==> src/rtl/rlerd_pkg.sv <==
package rlerd_pkg;

  localparam int unsigned PIX_W   = 8;
  localparam int unsigned RUN_W   = 7;
  localparam int unsigned WIDTH_W = 16;
  localparam int unsigned CNT_W   = 17;
  localparam int unsigned PADDR_W = 3;

  localparam logic [CNT_W-1:0]   PIX_MAX       = 17'h1FFFF;
  localparam logic [WIDTH_W-1:0] ROW_WIDTH_RST = 16'hFFFF;

  localparam int unsigned QDEPTH = 4;
  localparam int unsigned QAW    = 2;

  // register indexes on the config port
  localparam logic REG_ROW_WIDTH = 1'b0;

  typedef enum logic [1:0] {
    PH_HEADER  = 2'd0,
    PH_LITERAL = 2'd1,
    PH_RUN     = 2'd2
  } phase_t;

  // one decoded command handed from front to back
  typedef struct packed {
    logic [PIX_W-1:0] pixel;
    logic [RUN_W-1:0] run;
    logic             row_end;
  } cmd_t;

endpackage

==> src/rtl/rlerd_if.sv <==
interface rlerd_in_if;
  logic       valid;
  logic       ready;
  logic [7:0] data_byte;

  modport source (output valid, output data_byte, input ready);
  modport sink   (input valid, input data_byte, output ready);
endinterface

interface rlerd_out_if;
  logic       valid;
  logic       ready;
  logic [7:0] pixel_value;
  logic [6:0] run_length;
  logic       row_end;
  logic       overrun;

  modport source (output valid, output pixel_value, output run_length,
                  output row_end, output overrun, input ready);
  modport sink   (input valid, input pixel_value, input run_length,
                  input row_end, input overrun, output ready);
endinterface

==> src/rtl/rlerd_front.sv <==
module rlerd_front
  import rlerd_pkg::*;
(
  input  logic             clk,
  input  logic             rst_n,
  input  logic             in_valid,
  output logic             in_ready,
  input  logic [PIX_W-1:0] in_byte,
  input  logic             q_full,
  output logic             q_push,
  output cmd_t             q_cmd
);

  phase_t           phase_r, phase_nxt;
  logic [RUN_W-1:0] rem_r, rem_nxt;
  logic             take;
  logic [RUN_W-1:0] cnt;
  logic [RUN_W-1:0] rem_dec;

  assign in_ready = !q_full;
  assign take     = in_valid && !q_full;
  assign cnt      = in_byte[RUN_W-1:0];
  assign rem_dec  = rem_r - RUN_W'(1);

  always_ff @(posedge clk) begin
    if (!rst_n) begin
      phase_r <= PH_HEADER;
      rem_r   <= '0;
    end else begin
      phase_r <= phase_nxt;
      rem_r   <= rem_nxt;
    end
  end

  always_comb begin
    phase_nxt = phase_r;
    rem_nxt   = rem_r;
    q_push    = 1'b0;
    q_cmd     = '0;
    if (take) begin
      case (phase_r)
        PH_LITERAL: begin
          q_push        = 1'b1;
          q_cmd.pixel   = in_byte;
          q_cmd.run     = RUN_W'(1);
          rem_nxt       = rem_dec;
          if (rem_dec == '0) phase_nxt = PH_HEADER;
        end
        PH_RUN: begin
          q_push      = 1'b1;
          q_cmd.pixel = in_byte;
          q_cmd.run   = rem_r;
          rem_nxt     = '0;
          phase_nxt   = PH_HEADER;
        end
        default: begin
          if (cnt == '0) begin
            // zero count closes the row
            q_push        = 1'b1;
            q_cmd.row_end = 1'b1;
            rem_nxt       = '0;
            phase_nxt     = PH_HEADER;
          end else begin
            rem_nxt   = cnt;
            phase_nxt = in_byte[PIX_W-1] ? PH_LITERAL : PH_RUN;
          end
        end
      endcase
    end
  end

endmodule

==> src/rtl/rlerd_queue.sv <==
module rlerd_queue
  import rlerd_pkg::*;
(
  input  logic clk,
  input  logic rst_n,
  input  logic push,
  input  cmd_t push_cmd,
  output logic full,
  input  logic pop,
  output logic nonempty,
  output cmd_t pop_cmd
);

  cmd_t           entry_r [QDEPTH];
  logic [QAW-1:0] wr_ptr_r, rd_ptr_r;
  logic [QAW:0]   count_r;

  assign full     = (count_r == (QAW+1)'(QDEPTH));
  assign nonempty = (count_r != '0);
  assign pop_cmd  = entry_r[rd_ptr_r];

  always_ff @(posedge clk) begin
    if (push) entry_r[wr_ptr_r] <= push_cmd;
  end

  always_ff @(posedge clk) begin
    if (!rst_n) begin
      wr_ptr_r <= '0;
      rd_ptr_r <= '0;
      count_r  <= '0;
    end else begin
      if (push) wr_ptr_r <= wr_ptr_r + QAW'(1);
      if (pop)  rd_ptr_r <= rd_ptr_r + QAW'(1);
      case ({push, pop})
        2'b10:   count_r <= count_r + (QAW+1)'(1);
        2'b01:   count_r <= count_r - (QAW+1)'(1);
        default: count_r <= count_r;
      endcase
    end
  end

`ifndef SYNTHESIS
  a_no_push_full: assert property (@(posedge clk) disable iff (!rst_n)
    !(push && full)) else $error("queue written while full");
  a_no_pop_empty: assert property (@(posedge clk) disable iff (!rst_n)
    !(pop && !nonempty)) else $error("queue read while empty");
  a_count_bound: assert property (@(posedge clk) disable iff (!rst_n)
    count_r <= (QAW+1)'(QDEPTH)) else $error("queue count out of range");
`endif

endmodule

==> src/rtl/rlerd_back.sv <==
module rlerd_back
  import rlerd_pkg::*;
(
  input  logic               clk,
  input  logic               rst_n,
  input  logic [WIDTH_W-1:0] row_width,
  input  logic               q_nonempty,
  input  cmd_t               q_cmd,
  output logic               q_pop,
  output logic               out_valid,
  input  logic               out_ready,
  output logic [PIX_W-1:0]   out_pixel,
  output logic [RUN_W-1:0]   out_run,
  output logic               out_row_end,
  output logic               out_overrun
);

  logic [CNT_W-1:0] pix_cnt_r, pix_cnt_nxt;
  logic             out_valid_r;
  logic [PIX_W-1:0] out_pixel_r;
  logic [RUN_W-1:0] out_run_r;
  logic             out_row_end_r;
  logic             out_overrun_r;
  logic [CNT_W:0]   sum;
  logic [CNT_W-1:0] sat;
  logic             ovr;

  assign q_pop = q_nonempty && (!out_valid_r || out_ready);

  // row end carries a zero run, so the same sum serves its overrun test
  assign sum = {1'b0, pix_cnt_r} + (CNT_W+1)'(q_cmd.run);
  assign sat = sum[CNT_W] ? PIX_MAX : sum[CNT_W-1:0];
  assign ovr = sat > CNT_W'(row_width);
  assign pix_cnt_nxt = q_cmd.row_end ? '0 : sat;

  always_ff @(posedge clk) begin
    if (!rst_n) begin
      pix_cnt_r   <= '0;
      out_valid_r <= 1'b0;
    end else begin
      if (q_pop) begin
        pix_cnt_r   <= pix_cnt_nxt;
        out_valid_r <= 1'b1;
      end else if (out_ready) begin
        out_valid_r <= 1'b0;
      end
    end
  end

  always_ff @(posedge clk) begin
    if (q_pop) begin
      out_pixel_r   <= q_cmd.pixel;
      out_run_r     <= q_cmd.run;
      out_row_end_r <= q_cmd.row_end;
      out_overrun_r <= ovr;
    end
  end

  assign out_valid   = out_valid_r;
  assign out_pixel   = out_pixel_r;
  assign out_run     = out_run_r;
  assign out_row_end = out_row_end_r;
  assign out_overrun = out_overrun_r;

`ifndef SYNTHESIS
  a_row_end_clears: assert property (@(posedge clk) disable iff (!rst_n)
    q_pop && q_cmd.row_end |=> pix_cnt_r == '0)
    else $error("pixel count not cleared at row end");
  a_count_monotonic: assert property (@(posedge clk) disable iff (!rst_n)
    q_pop && !q_cmd.row_end |=> pix_cnt_r >= $past(pix_cnt_r))
    else $error("pixel count went backwards within a row");
  a_row_end_payload: assert property (@(posedge clk) disable iff (!rst_n)
    out_valid_r && out_row_end_r |-> out_run_r == '0 && out_pixel_r == '0)
    else $error("row end item carries pixel data");
`endif

endmodule

==> src/rtl/rle_row_decoder_unit.sv <==
// Run-length decoder for one compressed image row, one byte per input item.
// Takes one byte every clock cycle while the queue is not full, and gives
// at most one result per byte: a header byte only updates the decode state,
// a literal or run value byte gives a pixel with its repeat count, and a
// zero-count header gives a row end. A four entry queue between the byte
// parser and the pixel counter absorbs output stalls, and in_ch.ready drops
// only when that queue is full. Overrun compares the saturating pixel count
// of the row (including this result) with row_width, written at address 0
// to 3; the user must do so only while the block is idle (not enforced).
module rle_row_decoder_unit
  import rlerd_pkg::*;
(
  input  logic                 clk,
  input  logic                 rst_n,
  rlerd_in_if.sink             in_ch,
  rlerd_out_if.source          out_ch,
  input  logic                 psel,
  input  logic                 penable,
  input  logic                 pwrite,
  input  logic [PADDR_W-1:0]   paddr,
  input  logic [31:0]          pwdata,
  output logic [31:0]          prdata,
  output logic                 pready
);

  logic [WIDTH_W-1:0] row_width_r;
  logic               cfg_wr;
  logic               cfg_hit;
  logic               q_full, q_push, q_pop, q_nonempty;
  cmd_t               push_cmd, pop_cmd;

  assign pready  = 1'b1;
  assign cfg_hit = (paddr[PADDR_W-1] == REG_ROW_WIDTH);
  assign cfg_wr  = psel && penable && pwrite && cfg_hit;
  assign prdata  = cfg_hit ? {16'h0, row_width_r} : 32'h0;

  always_ff @(posedge clk) begin
    if (!rst_n) begin
      row_width_r <= ROW_WIDTH_RST;
    end else if (cfg_wr) begin
      row_width_r <= pwdata[WIDTH_W-1:0];
    end
  end

  rlerd_front u_front (
    .clk      (clk),
    .rst_n    (rst_n),
    .in_valid (in_ch.valid),
    .in_ready (in_ch.ready),
    .in_byte  (in_ch.data_byte),
    .q_full   (q_full),
    .q_push   (q_push),
    .q_cmd    (push_cmd)
  );

  rlerd_queue u_queue (
    .clk      (clk),
    .rst_n    (rst_n),
    .push     (q_push),
    .push_cmd (push_cmd),
    .full     (q_full),
    .pop      (q_pop),
    .nonempty (q_nonempty),
    .pop_cmd  (pop_cmd)
  );

  rlerd_back u_back (
    .clk         (clk),
    .rst_n       (rst_n),
    .row_width   (row_width_r),
    .q_nonempty  (q_nonempty),
    .q_cmd       (pop_cmd),
    .q_pop       (q_pop),
    .out_valid   (out_ch.valid),
    .out_ready   (out_ch.ready),
    .out_pixel   (out_ch.pixel_value),
    .out_run     (out_ch.run_length),
    .out_row_end (out_ch.row_end),
    .out_overrun (out_ch.overrun)
  );

endmodule

==> src/flat_wrapper.sv <==
// flat-port wrapper written by rule: the top's interface ports become plain ports
module rle_row_decoder_unit_flat import rlerd_pkg::*;
  (clk, rst_n, psel, penable, pwrite, paddr, pwdata, prdata, pready, in_ch_valid, in_ch_data_byte, in_ch_ready, out_ch_valid, out_ch_pixel_value, out_ch_run_length, out_ch_row_end, out_ch_overrun, out_ch_ready);
  rlerd_in_if in_ch_i ();
  rlerd_out_if out_ch_i ();
  input  logic clk;
  input  logic rst_n;
  input  logic psel;
  input  logic penable;
  input  logic pwrite;
  input  logic [PADDR_W-1:0] paddr;
  input  logic [31:0] pwdata;
  output logic [31:0] prdata;
  output logic pready;
  input wire logic [$bits(in_ch_i.valid)-1:0] in_ch_valid;
  input wire logic [$bits(in_ch_i.data_byte)-1:0] in_ch_data_byte;
  output wire logic [$bits(in_ch_i.ready)-1:0] in_ch_ready;
  output wire logic [$bits(out_ch_i.valid)-1:0] out_ch_valid;
  output wire logic [$bits(out_ch_i.pixel_value)-1:0] out_ch_pixel_value;
  output wire logic [$bits(out_ch_i.run_length)-1:0] out_ch_run_length;
  output wire logic [$bits(out_ch_i.row_end)-1:0] out_ch_row_end;
  output wire logic [$bits(out_ch_i.overrun)-1:0] out_ch_overrun;
  input wire logic [$bits(out_ch_i.ready)-1:0] out_ch_ready;
  assign in_ch_i.valid = in_ch_valid;
  assign in_ch_i.data_byte = in_ch_data_byte;
  assign in_ch_ready = in_ch_i.ready;
  assign out_ch_valid = out_ch_i.valid;
  assign out_ch_pixel_value = out_ch_i.pixel_value;
  assign out_ch_run_length = out_ch_i.run_length;
  assign out_ch_row_end = out_ch_i.row_end;
  assign out_ch_overrun = out_ch_i.overrun;
  assign out_ch_i.ready = out_ch_ready;
  rle_row_decoder_unit u_core (.clk(clk), .rst_n(rst_n), .in_ch(in_ch_i), .out_ch(out_ch_i), .psel(psel), .penable(penable), .pwrite(pwrite), .paddr(paddr), .pwdata(pwdata), .prdata(prdata), .pready(pready));
endmodule
==> config.mk <==
export PLATFORM = sky130hd
export DESIGN_NAME = rle_row_decoder_unit_flat
export DESIGN_NICKNAME = d
export VERILOG_FILES = /design/src/rtl/rlerd_pkg.sv /design/src/rtl/rlerd_if.sv /design/src/rtl/rlerd_front.sv /design/src/rtl/rlerd_queue.sv /design/src/rtl/rlerd_back.sv /design/src/rtl/rle_row_decoder_unit.sv /design/src/flat_wrapper.sv
export SDC_FILE = /design/constraint.sdc
export NUM_CORES = 1
export LEC_CHECK = 0
export BUFFER_PORTS_ARGS = -buffer_cell sky130_fd_sc_hd__buf_2
export CAP_MARGIN = 5
export CORE_MARGIN = 2
export CORE_UTILIZATION = 60
export DETAILED_ROUTE_END_ITERATION = 10
export PLACE_DENSITY = 0.95
export SYNTH_ARGS = -nofsm -noshare
export SYNTH_HDL_FRONTEND = slang
export SYNTH_HIERARCHICAL = 1
export SYNTH_SLANG_ARGS = --single-unit
==> constraint.sdc <==
create_clock -name clk -period 10.25 [get_ports clk]
set_input_delay 1.5375 -clock clk [delete_from_list [all_inputs] [get_ports clk]]
set_output_delay 1.5375 -clock clk [all_outputs]
set_load 0.02 [all_outputs]
==> impl_results.md <==
- Max-cap violations: 0
- Crit-path max FO: 16
- Post-synthesis sequential area ratio: 51.35%
- Final setup fails: 0
- Distinct cell type count after synthesis: 73
- Async S/R FF share, synth: 0%
- CP bufs+invs: 0
- Die Height: 110.2 um
- Vias after detailed routing: 4707
- Die width: 110.2 um
- WS Path Type: reg2reg
- Drt first pass iters: 6
- DP Area: 0.007087 mm2
- Overall Global Routing Usage: 26.20%
- R2R Setup Slk: 5180 ps
- DR vias/cell: 5.966
- Critical-path top delay cell: dfxtp_1
- Crit path launch type: flip-flop
- Post-CTS Setup Bufs: 0
- Pwr/cell area: 241.0 mW/mm2
- CP arrival: 5240 ps
- # port buffers: 66
- CP peak stage delay: 990 ps
- Final WL: 14880 um
- Post-route cell area: 0.007675 mm2
- Period utilization: 49.50%
- Worst slew pin tran: 1020 ps
- Critical path, cell by cell: mux4_1 > ha_1 > fa_1 > a211oi_1 > o211ai_4 > nand2_2 > xor2_1 > nand2_1 > ha_1 > a21oi_1 > o21ai_0 > a221oi_1 > o211ai_1 > a22o_1
- Met2 routed WL: 7502 um
- Crit-path most repeated cell: ha_1
- Post-synth top cells: edfxtp_1 (81), dfxtp_1 (52), nor2b_1 (46)
- Top cells by area, synth: edfxtp_1 (36%), dfxtp_1 (15%), ha_1 (5.9%)
- Yosys top cell area share: 35.96%
- Clock transition at the registers of the reported paths: 60 ps
- Final Util: 70.18%
- Sink Count: 133
- Vias in the first global route: 4587
- Final hold vios: 0
- #FFs+latches synth: 133
- Clock Latency Late Sink: 420 ps
- Final TNS setup: 0 ps
- CTS Hold Bufs: 0
- FF-to-FF path depth: 14
- CTS max path bufs: 2
- Post-cts resize count: 0
- Crit. End Element: flip-flop
- Initial antenna violation count: 0
- Maximum VDD drop: 0.1705 mV
- Synth Area per Inst: 11.89 um2
- Number of synthesized flops with an enable pin: 81
- Starting Density: 61.85%
- Hold crit path type: reg2reg
- H-tree level count: 4
- Post-DP HPWL: 9700 um
- Slew Limit Headroom: 31.88%
- Outcome: completed
- Core ar.: 0.01094 mm2
- Crit path to: u_core/u_back/out_overrun
- Top Ports: 102
- First-pass GRT wire length: 23280 um
- # diodes: 0
- LEAKAGE: 3.124 nW
- Row count: 38
- Critical path depth in cells: 14
- TritonCTS clock tree: built
- YS warnings: 6
- RR Endpoint: u_core/u_back/out_overrun
- Share of layout cells above drive strength 1: 20.65%
- Routed Antenna Nets: 0
- RSZ-0062 raised after global routing: false
- Drt wl/cell: 18.86 um
- Die area: 0.01214 mm2
- WL met3: 934 um
- M1 wire length: 5952 um
- Area grow syn2layout: 13.47%
- Largest net degree at the start of global routing: 62
- Tmin final: 5073 ps
- Clock root cell: clkbuf_16
- Final slew viol count: 0
- Mapped Area: 0.006764 mm2
- Most used DFF post-synth: edfxtp_1
- Area leader, netlist: edfxtp_1
- DRC viols: 0
- F_max: 197.1 MHz
- Layout Nets: 720
- Clock Skew: 10.54 ps
- CP top delay family: compound AO/OA/AOI/OAI gates
- Worst hold slack: 489.8 ps
- Most common cell in the synthesized netlist: edfxtp_1
- Iter 0 DRT Violations: 505
- Global route overflow: 0
- DR top layer: met4
- Mapped Cells: 569
- Required @ worst endpoint: 10420 ps
- Gp weighted congestion: 0.8985
- TritonCTS Buffers: 17
[cell usage in the layout, fill, tap and decap left out, drive strengths merged, types with 7 or more instances in the layout]
| master | count |
|---|---|
| edfxtp | 81 |
| buf | 68 |
| dfxtp | 52 |
| nor2b | 46 |
| inv | 46 |
| ha | 32 |
| nand2 | 26 |
| and2 | 26 |
| nor2 | 22 |
| o21ai | 22 |
| mux2i | 20 |
| a21oi | 19 |
| clkbuf | 17 |
| conb | 17 |
| nand3 | 17 |
| mux4 | 16 |
| xor2 | 9 |
| xnor2 | 9 |
| nor3 | 7 |
[sequential cells by signal, indices dropped and copies added (netlist names), named ones only]
register,flops
u_core/u_front/phase_r,2
u_core/u_queue/entry_r,64
u_core/row_width_r,16
u_core/u_back/out_overrun,1
u_core/u_queue/wr_ptr_r,2
u_core/u_back/out_valid,1
u_core/u_back/pix_cnt_r,17
u_core/u_back/out_pixel,8
u_core/u_back/out_run,7
u_core/u_front/rem_r,7
u_core/u_back/out_row_end,1
u_core/u_queue/rd_ptr_r,2
u_core/u_queue/count_r,3
[worst min-delay path, cell delays in order, from the launching register on]
cell     delay, ps
dfxtp_1        320
nand2_1         60
mux2i_1         60
[stage by stage]
step	total power [mW]	worst slack, ps	cells
final	1.850	5177	789
after global routing	1.931	4877	789
after CTS	1.851	5150	789
after detailed placement	1.240	5260	757
after global placement	1.208	5372	757
after floorplan	1.102	6381	584
[cells by family after synthesis]
group | Yosys count | share of synthesized area (%)
xor+xnor | 18 | 2.331
simple gates | 183 | 15.54
other cells | 2 | 0.1110
compound gates | 86 | 9.120
fa+ha+maj | 34 | 6.511
buf+inv | 74 | 5.919
flops | 133 | 51.35
mux | 39 | 9.119
[per-layer routing]
metal	up-vias	track usage (%)
li1	2161	-
met1	2261	31.59
met2	241	43.95
met3	44	6.643
met4	0	12.68
met5	-	0
[how the worst min path moves through the flow]
stage,startpoint,end,cells after the start
6_report,u_core/u_front/phase_r[1],u_core/u_front/phase_r[1],2
2_1_floorplan,u_core/u_back/pix_cnt_r[0],u_core/u_back/pix_cnt_r[0],2
3_3_place_gp,u_core/u_back/pix_cnt_r[0],u_core/u_back/pix_cnt_r[0],2
5_1_grt,u_core/u_front/phase_r[0],u_core/u_front/phase_r[0],2
4_1_cts,u_core/u_back/pix_cnt_r[6],u_core/u_back/pix_cnt_r[6],2
3_5_place_dp,u_core/u_back/pix_cnt_r[6],u_core/u_back/pix_cnt_r[6],2
[where the power goes]
part	internal [mW]	switching [mW]
clock network	0.345	0.258
registers	0.658	0.0521
logic	0.199	0.338
total	1.20	0.647
[final cells by class]
class                      instances  area, um2
sequential                       133       3473
fill                             727       3261
multi-input combinational        377       2947
clock buffer                      17      425.4
timing repair buffer              68      345.3
tap                              140      175.2
clock inverter                    15      162.7
inverter                          39      146.4
No activity file was read; power rests on OpenSTA's default activity.
